## src/rtl/tlfe_pkg.sv

```systemverilog
// tlfe_pkg: shared types and constants for the tank level and flow estimator
// used by tlfe_arith and tank_level_flow_estimator; no dependencies
package tlfe_pkg;

    localparam int RING_DEPTH = 8;
    localparam int SLOT_W     = (RING_DEPTH > 1) ? $clog2(RING_DEPTH) : 1;
    localparam int SUM_W      = 24 + SLOT_W;

    localparam logic [23:0] RATE_MAX   = 24'hFFFFFF;
    localparam logic [38:0] CLPH_SCALE = 39'd360000000000;
    localparam logic [21:0] PI_Q20     = 22'd3294199;
    localparam logic [19:0] US_PER_S   = 20'd1000000;

    // reciprocals of the decimal-point divisors in Q36, exact for 26-bit dividends
    localparam logic [36:0] DOT_RECIP_1    = 37'd68719476736;
    localparam logic [36:0] DOT_RECIP_10   = 37'd6871947674;
    localparam logic [36:0] DOT_RECIP_100  = 37'd687194768;
    localparam logic [36:0] DOT_RECIP_1000 = 37'd68719477;

    // volume divisor 4000000 * 2^20 = 2^28 * 15625; reciprocal of 15625 in Q44
    localparam logic [30:0] VOL_RECIP  = 31'd1125899907;
    // quotient by 2^28 at which the volume saturates (65536 * 15625)
    localparam logic [29:0] VOL_SAT_Q  = 30'd1024000000;

    typedef enum logic [2:0] {
        ST_UPDATED   = 3'd0,
        ST_UNCHANGED = 3'd1,
        ST_READ_FAIL = 3'd2,
        ST_RANGE     = 3'd3,
        ST_TICK      = 3'd4
    } status_t;

    typedef enum logic [2:0] {
        CFG_UNIT     = 3'd0,
        CFG_DOT      = 3'd1,
        CFG_DIAM     = 3'd2,
        CFG_MAX      = 3'd3,
        CFG_RATE_LIM = 3'd4,
        CFG_STALE    = 3'd5
    } cfg_idx_t;

    typedef enum logic {
        OP_MUL = 1'b0,
        OP_DIV = 1'b1
    } arith_op_t;

    typedef struct packed {
        logic      start;
        arith_op_t op;
    } arith_req_t;

    typedef enum logic [3:0] {
        S_IDLE,
        S_MM,
        S_VD,
        S_VM,
        S_VP,
        S_VQ,
        S_ODEC,
        S_OMUL,
        S_ODIV,
        S_IDEC,
        S_IMUL,
        S_IDIV,
        S_STALE1,
        S_STALE2,
        S_DONE
    } state_t;

endpackage

```

## src/rtl/tlfe_arith.sv

```systemverilog
// tlfe_arith: shared bit-serial 64-bit multiplier and restoring divider
// one bit per cycle; depends on tlfe_pkg
module tlfe_arith (
    input  logic               clk,
    input  logic               rst_n,
    input  tlfe_pkg::arith_req_t req,
    input  logic [63:0]        a,
    input  logic [63:0]        b,
    output logic               done,
    output logic [63:0]        result
);
    import tlfe_pkg::*;

    logic [63:0] x_reg;
    logic [63:0] y_reg;
    logic [64:0] acc_reg;
    logic [5:0]  cnt_reg;
    logic        busy_reg;
    logic        done_reg;
    arith_op_t   op_reg;
    logic [64:0] rem_sh;

    assign rem_sh = {acc_reg[63:0], x_reg[63]};

    always_ff @(posedge clk or negedge rst_n)
    begin
        if (!rst_n)
        begin
            busy_reg <= 1'b0;
            done_reg <= 1'b0;
            cnt_reg  <= '0;
        end
        else
        begin
            done_reg <= busy_reg && (cnt_reg == 6'd63);
            if (req.start)
            begin
                busy_reg <= 1'b1;
                cnt_reg  <= '0;
            end
            else if (busy_reg)
            begin
                cnt_reg <= cnt_reg + 6'd1;
                if (cnt_reg == 6'd63)
                    busy_reg <= 1'b0;
            end
        end
    end

    always_ff @(posedge clk)
    begin
        if (req.start)
        begin
            x_reg   <= a;
            y_reg   <= b;
            acc_reg <= '0;
            op_reg  <= req.op;
        end
        else if (busy_reg)
        begin
            unique case (op_reg)
                OP_MUL:
                begin
                    if (y_reg[0])
                        acc_reg <= acc_reg + {1'b0, x_reg};
                    x_reg <= {x_reg[62:0], 1'b0};
                    y_reg <= {1'b0, y_reg[63:1]};
                end
                OP_DIV:
                begin
                    if (rem_sh >= {1'b0, y_reg})
                    begin
                        acc_reg <= rem_sh - {1'b0, y_reg};
                        x_reg   <= {x_reg[62:0], 1'b1};
                    end
                    else
                    begin
                        acc_reg <= rem_sh;
                        x_reg   <= {x_reg[62:0], 1'b0};
                    end
                end
                default: ;
            endcase
        end
    end

    assign done   = done_reg;
    assign result = (op_reg == OP_MUL) ? acc_reg[63:0] : x_reg;

    a_done_after_busy: assert property (@(posedge clk) disable iff (!rst_n)
        done |-> $past(busy_reg))
        else $error("arith done without a running operation");
    a_start_idle: assert property (@(posedge clk) disable iff (!rst_n)
        req.start |-> !busy_reg)
        else $error("arith started while busy");
    a_busy_count: assert property (@(posedge clk) disable iff (!rst_n)
        (busy_reg && cnt_reg == 6'd63 && !req.start) |=> !busy_reg && done)
        else $error("arith did not finish after 64 steps");

endmodule

```

## src/rtl/tank_level_flow_estimator.sv

```systemverilog
// tank_level_flow_estimator: level scaling, cylinder volume, flow rate rings
// depends on tlfe_pkg and tlfe_arith
//
//  channel | handshake            | payload
//  in      | in_valid / in_stall  | opcode, read_ok, raw_level, time_us
//  out     | out_valid / out_stall| status, level_mm, volume_l, avg_*_clph
//  cfg     | cfg_we               | cfg_index, cfg_data
//
// from acceptance to the result load, a read failure or tick uses no
// arithmetic; out of range, unchanged level or zero diameter stop after the
// scale reciprocal; a changed level runs the operations of the one bit-serial
// unit in turn (scale reciprocal, three volume products, volume reciprocal, and a
// product plus divide for the one rate that can move in a transaction)
// in_stall is high from acceptance until the result is loaded into the
// output register; one finished result may wait there while the next
// transaction is accepted. reset clears the stored state and rings at once
module tank_level_flow_estimator (
    input  logic        clk,
    input  logic        rst_n,
    input  logic        in_valid,
    output logic        in_stall,
    input  logic [0:0]  opcode,
    input  logic [0:0]  read_ok,
    input  logic [15:0] raw_level,
    input  logic [47:0] time_us,
    output logic        out_valid,
    input  logic        out_stall,
    output logic [2:0]  status,
    output logic [15:0] level_mm,
    output logic [15:0] volume_l,
    output logic [23:0] avg_outflow_clph,
    output logic [23:0] avg_inflow_clph,
    input  logic        cfg_we,
    input  logic [2:0]  cfg_index,
    input  logic [15:0] cfg_data
);
    import tlfe_pkg::*;

    // configuration
    logic [7:0]  unit_reg;
    logic [1:0]  dot_reg;
    logic [11:0] diam_reg;
    logic [15:0] max_reg;
    logic [15:0] rlim_reg;
    logic [15:0] stale_reg;

    // sequencer and transaction
    state_t      state_reg, state_next;
    logic        tick_reg;
    logic [47:0] now_reg;
    logic [15:0] mm_reg;
    logic [15:0] vol_reg;
    logic        low_reg;
    status_t     st_reg;
    logic [47:0] dt_reg;
    logic [35:0] prod_reg;

    // stored state
    logic [15:0] level_reg;
    logic [15:0] volume_reg;
    logic [15:0] oref_vol_reg, iref_vol_reg;
    logic [47:0] oref_time_reg, iref_time_reg;
    logic [47:0] opush_reg, ipush_reg;
    logic [23:0] oring_reg [RING_DEPTH];
    logic [23:0] iring_reg [RING_DEPTH];
    logic [SLOT_W-1:0] oslot_reg, islot_reg;
    logic [SUM_W-1:0]  osum_reg, isum_reg;

    // output register
    logic        ovalid_reg;
    status_t     ostatus_reg;
    logic [15:0] olevel_reg, ovolume_reg;
    logic [23:0] oavg_o_reg, oavg_i_reg;

    // shared unit
    arith_req_t  ar_req;
    logic [63:0] ar_a, ar_b, ar_res;
    logic        ar_done;

    tlfe_arith u_arith (
        .clk    (clk),
        .rst_n  (rst_n),
        .req    (ar_req),
        .a      (ar_a),
        .b      (ar_b),
        .done   (ar_done),
        .result (ar_res)
    );

    logic        accept;
    logic [25:0] scaled;
    logic [36:0] dot_recip;
    logic [27:0] mm_q;
    logic [35:0] vq_in;
    logic [29:0] vq_clamp;
    logic [47:0] dt_o, dt_i;
    logic [19:0] vq;
    logic [15:0] vol_sat;
    logic [23:0] rate_sat;
    logic [48:0] lim_o, lim_i;
    logic        push_o, push_i;
    logic [23:0] pval_o, pval_i;

    assign accept = in_valid && !in_stall;
    assign in_stall = (state_reg != S_IDLE);

    always_comb
    begin
        unique case (unit_reg)
            8'd1, 8'd17: scaled = 26'(raw_level) * 26'd10;
            8'd2:        scaled = 26'(raw_level);
            default:     scaled = 26'(raw_level) * 26'd1000;
        endcase
        unique case (dot_reg)
            2'd1:    dot_recip = DOT_RECIP_10;
            2'd2:    dot_recip = DOT_RECIP_100;
            2'd3:    dot_recip = DOT_RECIP_1000;
            default: dot_recip = DOT_RECIP_1;
        endcase
    end

    // scaled level is the Q36 product shifted down
    assign mm_q     = ar_res[63:36];
    // volume product shifted by 2^28, clamped where the litres saturate anyway
    assign vq_in    = ar_res[63:28];
    assign vq_clamp = (vq_in >= 36'(VOL_SAT_Q)) ? VOL_SAT_Q : vq_in[29:0];
    assign vq       = ar_res[63:44];
    assign dt_o     = now_reg - oref_time_reg;
    assign dt_i     = now_reg - iref_time_reg;
    assign vol_sat  = (|vq[19:16]) ? 16'hFFFF : vq[15:0];
    assign rate_sat = (|ar_res[63:24]) ? RATE_MAX : ar_res[23:0];
    assign lim_o    = {1'b0, opush_reg} + 49'(prod_reg);
    assign lim_i    = {1'b0, ipush_reg} + 49'(prod_reg);

    // sequencer: next state, shared unit requests and ring pushes
    always_comb
    begin
        state_next = state_reg;
        ar_req.start = 1'b0;
        ar_req.op    = OP_MUL;
        ar_a = '0;
        ar_b = '0;
        push_o = 1'b0;
        push_i = 1'b0;
        pval_o = '0;
        pval_i = '0;
        unique case (state_reg)
            S_IDLE:
            begin
                if (accept)
                begin
                    if (opcode == 1'b1)
                        state_next = S_STALE1;
                    else if (read_ok == 1'b0 || raw_level == 16'd0)
                        state_next = S_DONE;
                    else
                    begin
                        ar_req.start = 1'b1;
                        ar_a = 64'(scaled);
                        ar_b = 64'(dot_recip);
                        state_next = S_MM;
                    end
                end
            end
            S_MM:
            begin
                if (ar_done)
                begin
                    if ((|mm_q[27:16]) || mm_q[15:0] > max_reg)
                        state_next = S_DONE;
                    else if (mm_q[15:0] == level_reg)
                        state_next = S_STALE1;
                    else if (diam_reg == 12'd0)
                        state_next = S_STALE1;
                    else
                    begin
                        ar_req.start = 1'b1;
                        ar_a = 64'(diam_reg);
                        ar_b = 64'(diam_reg);
                        state_next = S_VD;
                    end
                end
            end
            S_VD:
            begin
                if (ar_done)
                begin
                    ar_req.start = 1'b1;
                    ar_a = ar_res;
                    ar_b = 64'(mm_reg);
                    state_next = S_VM;
                end
            end
            S_VM:
            begin
                if (ar_done)
                begin
                    ar_req.start = 1'b1;
                    ar_a = ar_res;
                    ar_b = 64'(PI_Q20);
                    state_next = S_VP;
                end
            end
            S_VP:
            begin
                if (ar_done)
                begin
                    ar_req.start = 1'b1;
                    ar_a = 64'(vq_clamp);
                    ar_b = 64'(VOL_RECIP);
                    state_next = S_VQ;
                end
            end
            S_VQ:
            begin
                if (ar_done)
                    state_next = S_ODEC;
            end
            S_ODEC:
            begin
                state_next = S_IDEC;
                if (vol_reg < oref_vol_reg && low_reg)
                begin
                    if (dt_o == 48'd0)
                    begin
                        push_o = 1'b1;
                        pval_o = RATE_MAX;
                    end
                    else
                    begin
                        ar_req.start = 1'b1;
                        ar_a = 64'(oref_vol_reg - vol_reg);
                        ar_b = 64'(CLPH_SCALE);
                        state_next = S_OMUL;
                    end
                end
            end
            S_OMUL:
            begin
                if (ar_done)
                begin
                    ar_req.start = 1'b1;
                    ar_req.op    = OP_DIV;
                    ar_a = ar_res;
                    ar_b = 64'(dt_reg);
                    state_next = S_ODIV;
                end
            end
            S_ODIV:
            begin
                if (ar_done)
                begin
                    push_o = 1'b1;
                    pval_o = rate_sat;
                    state_next = S_IDEC;
                end
            end
            S_IDEC:
            begin
                state_next = S_STALE1;
                if (iref_vol_reg != 16'd0 && vol_reg > iref_vol_reg && low_reg)
                begin
                    if (dt_i == 48'd0)
                    begin
                        push_i = 1'b1;
                        pval_i = RATE_MAX;
                    end
                    else
                    begin
                        ar_req.start = 1'b1;
                        ar_a = 64'(vol_reg - iref_vol_reg);
                        ar_b = 64'(CLPH_SCALE);
                        state_next = S_IMUL;
                    end
                end
            end
            S_IMUL:
            begin
                if (ar_done)
                begin
                    ar_req.start = 1'b1;
                    ar_req.op    = OP_DIV;
                    ar_a = ar_res;
                    ar_b = 64'(dt_reg);
                    state_next = S_IDIV;
                end
            end
            S_IDIV:
            begin
                if (ar_done)
                begin
                    push_i = 1'b1;
                    pval_i = rate_sat;
                    state_next = S_STALE1;
                end
            end
            S_STALE1:
                state_next = S_STALE2;
            S_STALE2:
            begin
                // zero push when the last push is older than the timeout
                push_o = (lim_o < {1'b0, now_reg});
                push_i = (lim_i < {1'b0, now_reg});
                state_next = S_DONE;
            end
            S_DONE:
            begin
                if (!ovalid_reg || !out_stall)
                    state_next = S_IDLE;
            end
            default: state_next = S_IDLE;
        endcase
    end

    always_ff @(posedge clk or negedge rst_n)
    begin
        if (!rst_n)
            state_reg <= S_IDLE;
        else
            state_reg <= state_next;
    end

    // configuration writes
    always_ff @(posedge clk or negedge rst_n)
    begin
        if (!rst_n)
        begin
            unit_reg  <= 8'd0;
            dot_reg   <= 2'd0;
            diam_reg  <= 12'd0;
            max_reg   <= 16'd3500;
            rlim_reg  <= 16'd2800;
            stale_reg <= 16'd3600;
        end
        else if (cfg_we)
        begin
            unique case (cfg_index)
                CFG_UNIT:     unit_reg  <= cfg_data[7:0];
                CFG_DOT:      dot_reg   <= cfg_data[1:0];
                CFG_DIAM:     diam_reg  <= cfg_data[11:0];
                CFG_MAX:      max_reg   <= cfg_data;
                CFG_RATE_LIM: rlim_reg  <= cfg_data;
                CFG_STALE:    stale_reg <= cfg_data;
                default: ;
            endcase
        end
    end

    // transaction datapath
    always_ff @(posedge clk)
    begin
        if (accept)
        begin
            now_reg  <= time_us;
            tick_reg <= opcode[0];
            st_reg   <= (opcode == 1'b1) ? ST_TICK :
                        (read_ok == 1'b0 || raw_level == 16'd0) ? ST_READ_FAIL :
                        ST_UPDATED;
        end
        if (state_reg == S_MM && ar_done)
        begin
            mm_reg  <= mm_q[15:0];
            low_reg <= mm_q[15:0] < rlim_reg;
            if ((|mm_q[27:16]) || mm_q[15:0] > max_reg)
                st_reg <= ST_RANGE;
            else if (mm_q[15:0] == level_reg)
                st_reg <= ST_UNCHANGED;
        end
        if (state_reg == S_VQ && ar_done)
            vol_reg <= vol_sat;
        if (state_reg == S_ODEC)
            dt_reg <= dt_o;
        if (state_reg == S_IDEC)
            dt_reg <= dt_i;
        if (state_reg == S_STALE1)
            prod_reg <= 36'(stale_reg) * 36'(US_PER_S);
    end

    // stored level, volume, references and rings
    always_ff @(posedge clk or negedge rst_n)
    begin
        if (!rst_n)
        begin
            level_reg     <= '0;
            volume_reg    <= '0;
            oref_vol_reg  <= '0;
            iref_vol_reg  <= '0;
            oref_time_reg <= '0;
            iref_time_reg <= '0;
            opush_reg     <= '0;
            ipush_reg     <= '0;
            oslot_reg     <= '0;
            islot_reg     <= '0;
            osum_reg      <= '0;
            isum_reg      <= '0;
            for (int i = 0; i < RING_DEPTH; i++)
            begin
                oring_reg[i] <= '0;
                iring_reg[i] <= '0;
            end
        end
        else
        begin
            if (state_reg == S_MM && ar_done && !(|mm_q[27:16])
                && mm_q[15:0] <= max_reg)
                level_reg <= mm_q[15:0];
            if (state_reg == S_VQ && ar_done)
                volume_reg <= vol_sat;
            if (state_reg == S_ODEC)
            begin
                oref_vol_reg  <= vol_reg;
                oref_time_reg <= now_reg;
            end
            if (state_reg == S_IDEC)
            begin
                iref_vol_reg  <= vol_reg;
                iref_time_reg <= now_reg;
            end
            // running sums replace the old entry by the new one
            if (push_o)
            begin
                oring_reg[oslot_reg] <= pval_o;
                osum_reg  <= osum_reg - SUM_W'(oring_reg[oslot_reg]) + SUM_W'(pval_o);
                oslot_reg <= (oslot_reg == SLOT_W'(RING_DEPTH - 1)) ? '0 :
                             oslot_reg + SLOT_W'(1);
                opush_reg <= now_reg;
            end
            if (push_i)
            begin
                iring_reg[islot_reg] <= pval_i;
                isum_reg  <= isum_reg - SUM_W'(iring_reg[islot_reg]) + SUM_W'(pval_i);
                islot_reg <= (islot_reg == SLOT_W'(RING_DEPTH - 1)) ? '0 :
                             islot_reg + SLOT_W'(1);
                ipush_reg <= now_reg;
            end
        end
    end

    // output register
    always_ff @(posedge clk or negedge rst_n)
    begin
        if (!rst_n)
            ovalid_reg <= 1'b0;
        else if (state_reg == S_DONE && (!ovalid_reg || !out_stall))
            ovalid_reg <= 1'b1;
        else if (!out_stall)
            ovalid_reg <= 1'b0;
    end

    always_ff @(posedge clk)
    begin
        if (state_reg == S_DONE && (!ovalid_reg || !out_stall))
        begin
            ostatus_reg <= st_reg;
            olevel_reg  <= level_reg;
            ovolume_reg <= volume_reg;
            oavg_o_reg  <= 24'(osum_reg / RING_DEPTH);
            oavg_i_reg  <= 24'(isum_reg / RING_DEPTH);
        end
    end

    assign out_valid        = ovalid_reg;
    assign status           = ostatus_reg;
    assign level_mm         = olevel_reg;
    assign volume_l         = ovolume_reg;
    assign avg_outflow_clph = oavg_o_reg;
    assign avg_inflow_clph  = oavg_i_reg;

    a_slot_range: assert property (@(posedge clk) disable iff (!rst_n)
        oslot_reg <= SLOT_W'(RING_DEPTH - 1) && islot_reg <= SLOT_W'(RING_DEPTH - 1))
        else $error("ring slot out of range");
    a_sum_bound: assert property (@(posedge clk) disable iff (!rst_n)
        osum_reg <= SUM_W'(RING_DEPTH) * SUM_W'(RATE_MAX)
        && isum_reg <= SUM_W'(RING_DEPTH) * SUM_W'(RATE_MAX))
        else $error("ring sum beyond bound");
    a_accept_busy: assert property (@(posedge clk) disable iff (!rst_n)
        accept |=> state_reg != S_IDLE)
        else $error("accepted transaction left no work");
    a_tick_no_arith: assert property (@(posedge clk) disable iff (!rst_n)
        (tick_reg && state_reg != S_IDLE) |-> !ar_req.start)
        else $error("tick used the shared unit");

endmodule
```

## config.mk

```make
export PLATFORM = sky130hd
export DESIGN_NAME = tank_level_flow_estimator
export DESIGN_NICKNAME = d
export VERILOG_FILES = /design/src/rtl/tlfe_pkg.sv /design/src/rtl/tlfe_arith.sv /design/src/rtl/tank_level_flow_estimator.sv
export SDC_FILE = /design/constraint.sdc
export NUM_CORES = 2
export LEC_CHECK = 0
export BUFFER_PORTS_ARGS = -buffer_cell sky130_fd_sc_hd__buf_2
export CORE_MARGIN = 5
export CORE_UTILIZATION = 35
export CTS_CLUSTER_SIZE = 20
export DETAILED_ROUTE_END_ITERATION = 10
export GPL_TIMING_DRIVEN = 0
export PLACE_DENSITY = 0.47
export SYNTH_ARGS = -nofsm -noshare
export SYNTH_HDL_FRONTEND = slang
export SYNTH_SLANG_ARGS = --single-unit
```

## constraint.sdc

```tcl
create_clock -name clk -period 10.8 [get_ports clk]
set_input_delay 2.16 -clock clk [delete_from_list [all_inputs] [get_ports clk]]
set_output_delay 2.16 -clock clk [all_outputs]
set_load 0.02 [all_outputs]
```

==> impl_metrics.py <==
metrics = {
    "timing": {
        "worst_slew_pin_slew_ns": 1.538,
        "relSlewSlack_pct": -5.470,
        "timing.fmax_mhz": 94.02,
        "worst_slack_ns": 0.1638,
        "finalSetupTns_ns": 0,
        "period_share_pct": 98.48,
        "worst_hold_slack_ns": 0.4435,
        "period_minus_slack_ns": 10.64,
        "skew_ns": 0.05960,
        "setup_viol": 0,
        "grt_setup_unrepaired": "no",
        "finalHoldViolations": 0,
        "final_max_slew_viol_count": 7,
    },
    "logic_synthesis": {
        "async_flop_share_pct": 64.98,
        "synth_area_leaders": "dfrtp_1, edfxtp_1, ha_1",
        "synth.avg_cell_area_sq_um": 9.536,
        "yosysMostFrequentCell": "o21ai_0",
        "synth_cell_types": 111,
        "postSynthCellCount": 8507,
        "yosysSeqAreaShare_pct": 38.97,
        "synth_fp_nets": 9442,
        "syn-cell-area_sq_um": 81120,
        "synth_common_cells": "o21ai_0, dfrtp_1, nand2_1",
        "yosysWarnings": 0,
        "yosys.area.top_type": "dfrtp_1",
        "synth-edff-count": 355,
        "yosys_register_bits": 1205,
        "synth_top_area_share_pct": 23.63,
        "synth_ff_type": "dfrtp_1",
    },
    "floorplanning": {
        "coreArea_sq_um": 230300,
        "core.rowCount": 176,
        "dieHeight_microns": 491.4,
        "die-area_sq_um": 241500,
        "fp.dieW_microns": 491.4,
        "start_util_pct": 35.22,
        "io_pins": 175,
    },
    "run": {
        "drv_cap": 1,
    },
    "routing": {
        "drt_iter0_markers": 5697,
        "dr_total_vias": 68870,
        "ant_nets": 0,
        "viasPerCell": 5.727,
        "routed_wl_mm": 316.2,
        "drc": 0,
        "wl_per_cell_microns": 26.29,
        "firstDrtPassIters": 7,
    },
    "grt": {
        "grt_pass1_wl_mm": 464.2,
        "grt_max_degree": 117,
        "antenna_found_initial": 16,
        "grt_use_total_pct": 25.52,
        "overflow": 0,
        "grt_pass1_vias": 68440,
    },
    "setup_path": {
        "critical_path_class": "reg -> reg",
        "worstPathArrival_ns": 11.32,
        "critPathMaxFanout": 10,
        "cpMaxStageDelayCell": "buf_1",
        "cp.required_ns": 11.48,
        "crit_path_end_kind": "flip-flop",
        "crit_top_cell": "nor2_1",
        "worst_path_largest_cell_delay_ns": 0.77,
        "cp-start-kind": "flip-flop",
    },
    "placed_design": {
        "dp_slack_ns": -0.2230,
        "dp_hpwl_mm": 246.5,
        "portBuffers": 173,
        "dp_cells": 11740,
        "gp_congestion": 1.060,
    },
    "cts": {
        "htree_levels": 4,
        "cts.sinks": 1205,
        "cts_tree": "yes",
        "cts_buffers": 150,
        "cts_root_buf": "clkbuf_16",
        "clk_latency_ns": 0.83,
        "clk_path_buf_depth": 3,
        "path_clk_slew_ns": 0.06,
        "hold_buffers": 0,
    },
    "hold_path": {
        "holdCritPathClass": "reg -> reg",
    },
    "outcome": {
        "violations": "max-capacitance violations, max-slew violations",
        "outcome": "finished with violations",
    },
    "power_and_ir_drop": {
        "ir_worst_vdd_uv": 599.7,
        "leakage_uw": 0.03864,
        "finalPower_uw": 15770,
        "cellPowerDensity_nw_per_um2": 171.8,
    },
    "layout": {
        "final_cells": 12030,
        "drive_above_1_share_pct": 9.161,
        "syn2layout_area_growth_pct": 13.17,
        "nets": 9801,
    },
}
==> worst paths after layout <==
check	cells after the start	from	slack (ns)	endpoint
hold reg to reg	0	osum_reg[20]	0.44	avg_outflow_clph[17]
max in group asynchronous	6	rst_n	6.98	osum_reg[26]
min in group asynchronous	2	rst_n	1.40	iring_reg[129]
setup reg to reg	28	u_arith.op_reg	0.16	isum_reg[26]
setup / recovery	28	u_arith.op_reg	0.16	isum_reg[26]
hold / removal	0	osum_reg[20]	0.44	avg_outflow_clph[17]
==> metal layers <==
metal	global-route usage (%)	up-vias	part of all wire, %
li1	-	31770	-
met1	34.44	34240	44
met2	39.27	2245	44
met3	4.657	615	6.3
met4	12.89	2	5.9
met5	0	-	0.0035
==> timing repair <==
item                       in CTS  in global routing
setup endpoints to repair       2                  8
buffers inserted                0                  2
pin swaps                       0                  1
gates resized for setup         3                 11
==> worst max-delay path, delay by kind of cell, from the launching register on <==
kind                       cells  cell delay [ns]
buffers and inverters          7             3.86
AOI/OAI and AO/OA             10             2.65
and+or+nand+nor                6             1.88
adders and majority gates      2             0.98
xor gates and xnor gates       2             0.54
DFF                            1             0.32
muxes                          1             0.18
==> stage by stage <==
step / util, % / cell area (sq um)
after CTS: 39.82 / 91720
after global placement: 37.24 / 85770
after global routing: 39.85 / 91790
after detailed placement: 37.55 / 86490
after floorplan: - / 81120
final: 39.86 / 91800
==> report_power, final <==
part,internal [uW],switching [uW]
clock network,3130,2220
registers,5000,90.5
logic,2280,3040
==> final cells by class <==
class / instances / area, sq um
antenna: 6 / 15.01
buffer: 412 / 1705
clock buffer: 207 / 4299
clock inverter: 74 / 920.9
fill: 23010 / 138500
inverter: 624 / 2344
multi-input combinational: 6266 / 45630
sequential: 1205 / 31620
tap: 3026 / 3786
timing repair buffer: 207 / 1493
==> cell usage in the layout, fill, tap and decap left out, types with 71 or more instances in the layout <==
cell type  instances
fa_1             166
o21bai_1          79
ha_1             679
buf_2            244
nor3_1           213
edfxtp_1         355
nand4_1          126
mux2i_1           71
inv_1            609
nor2_1           497
a2bb2oi_1        197
nand3_1          122
o21ai_0          801
clkbuf_16        159
xor2_1           142
a22oi_1          182
dfrtp_1          766
clkbuf_1         338
a21oi_1          501
nand2_1          685
xnor2_1          236
a31oi_1          108
a21o_1           208
mux2_2           179
==> cell families after synthesis <==
logic type | Yosys count | share of synthesized area [%]
buffers and inverters | 1036 | 4.977
AND/OR/NAND/NOR | 2088 | 12.17
XOR/XNOR | 378 | 4.081
flip-flops | 1205 | 38.97
adder cells (fa/ha/maj) | 845 | 14.57
multiplexers | 279 | 3.756
AO/OA/AOI/OAI | 2676 | 21.47
Power figures use the tool's default switching activity.
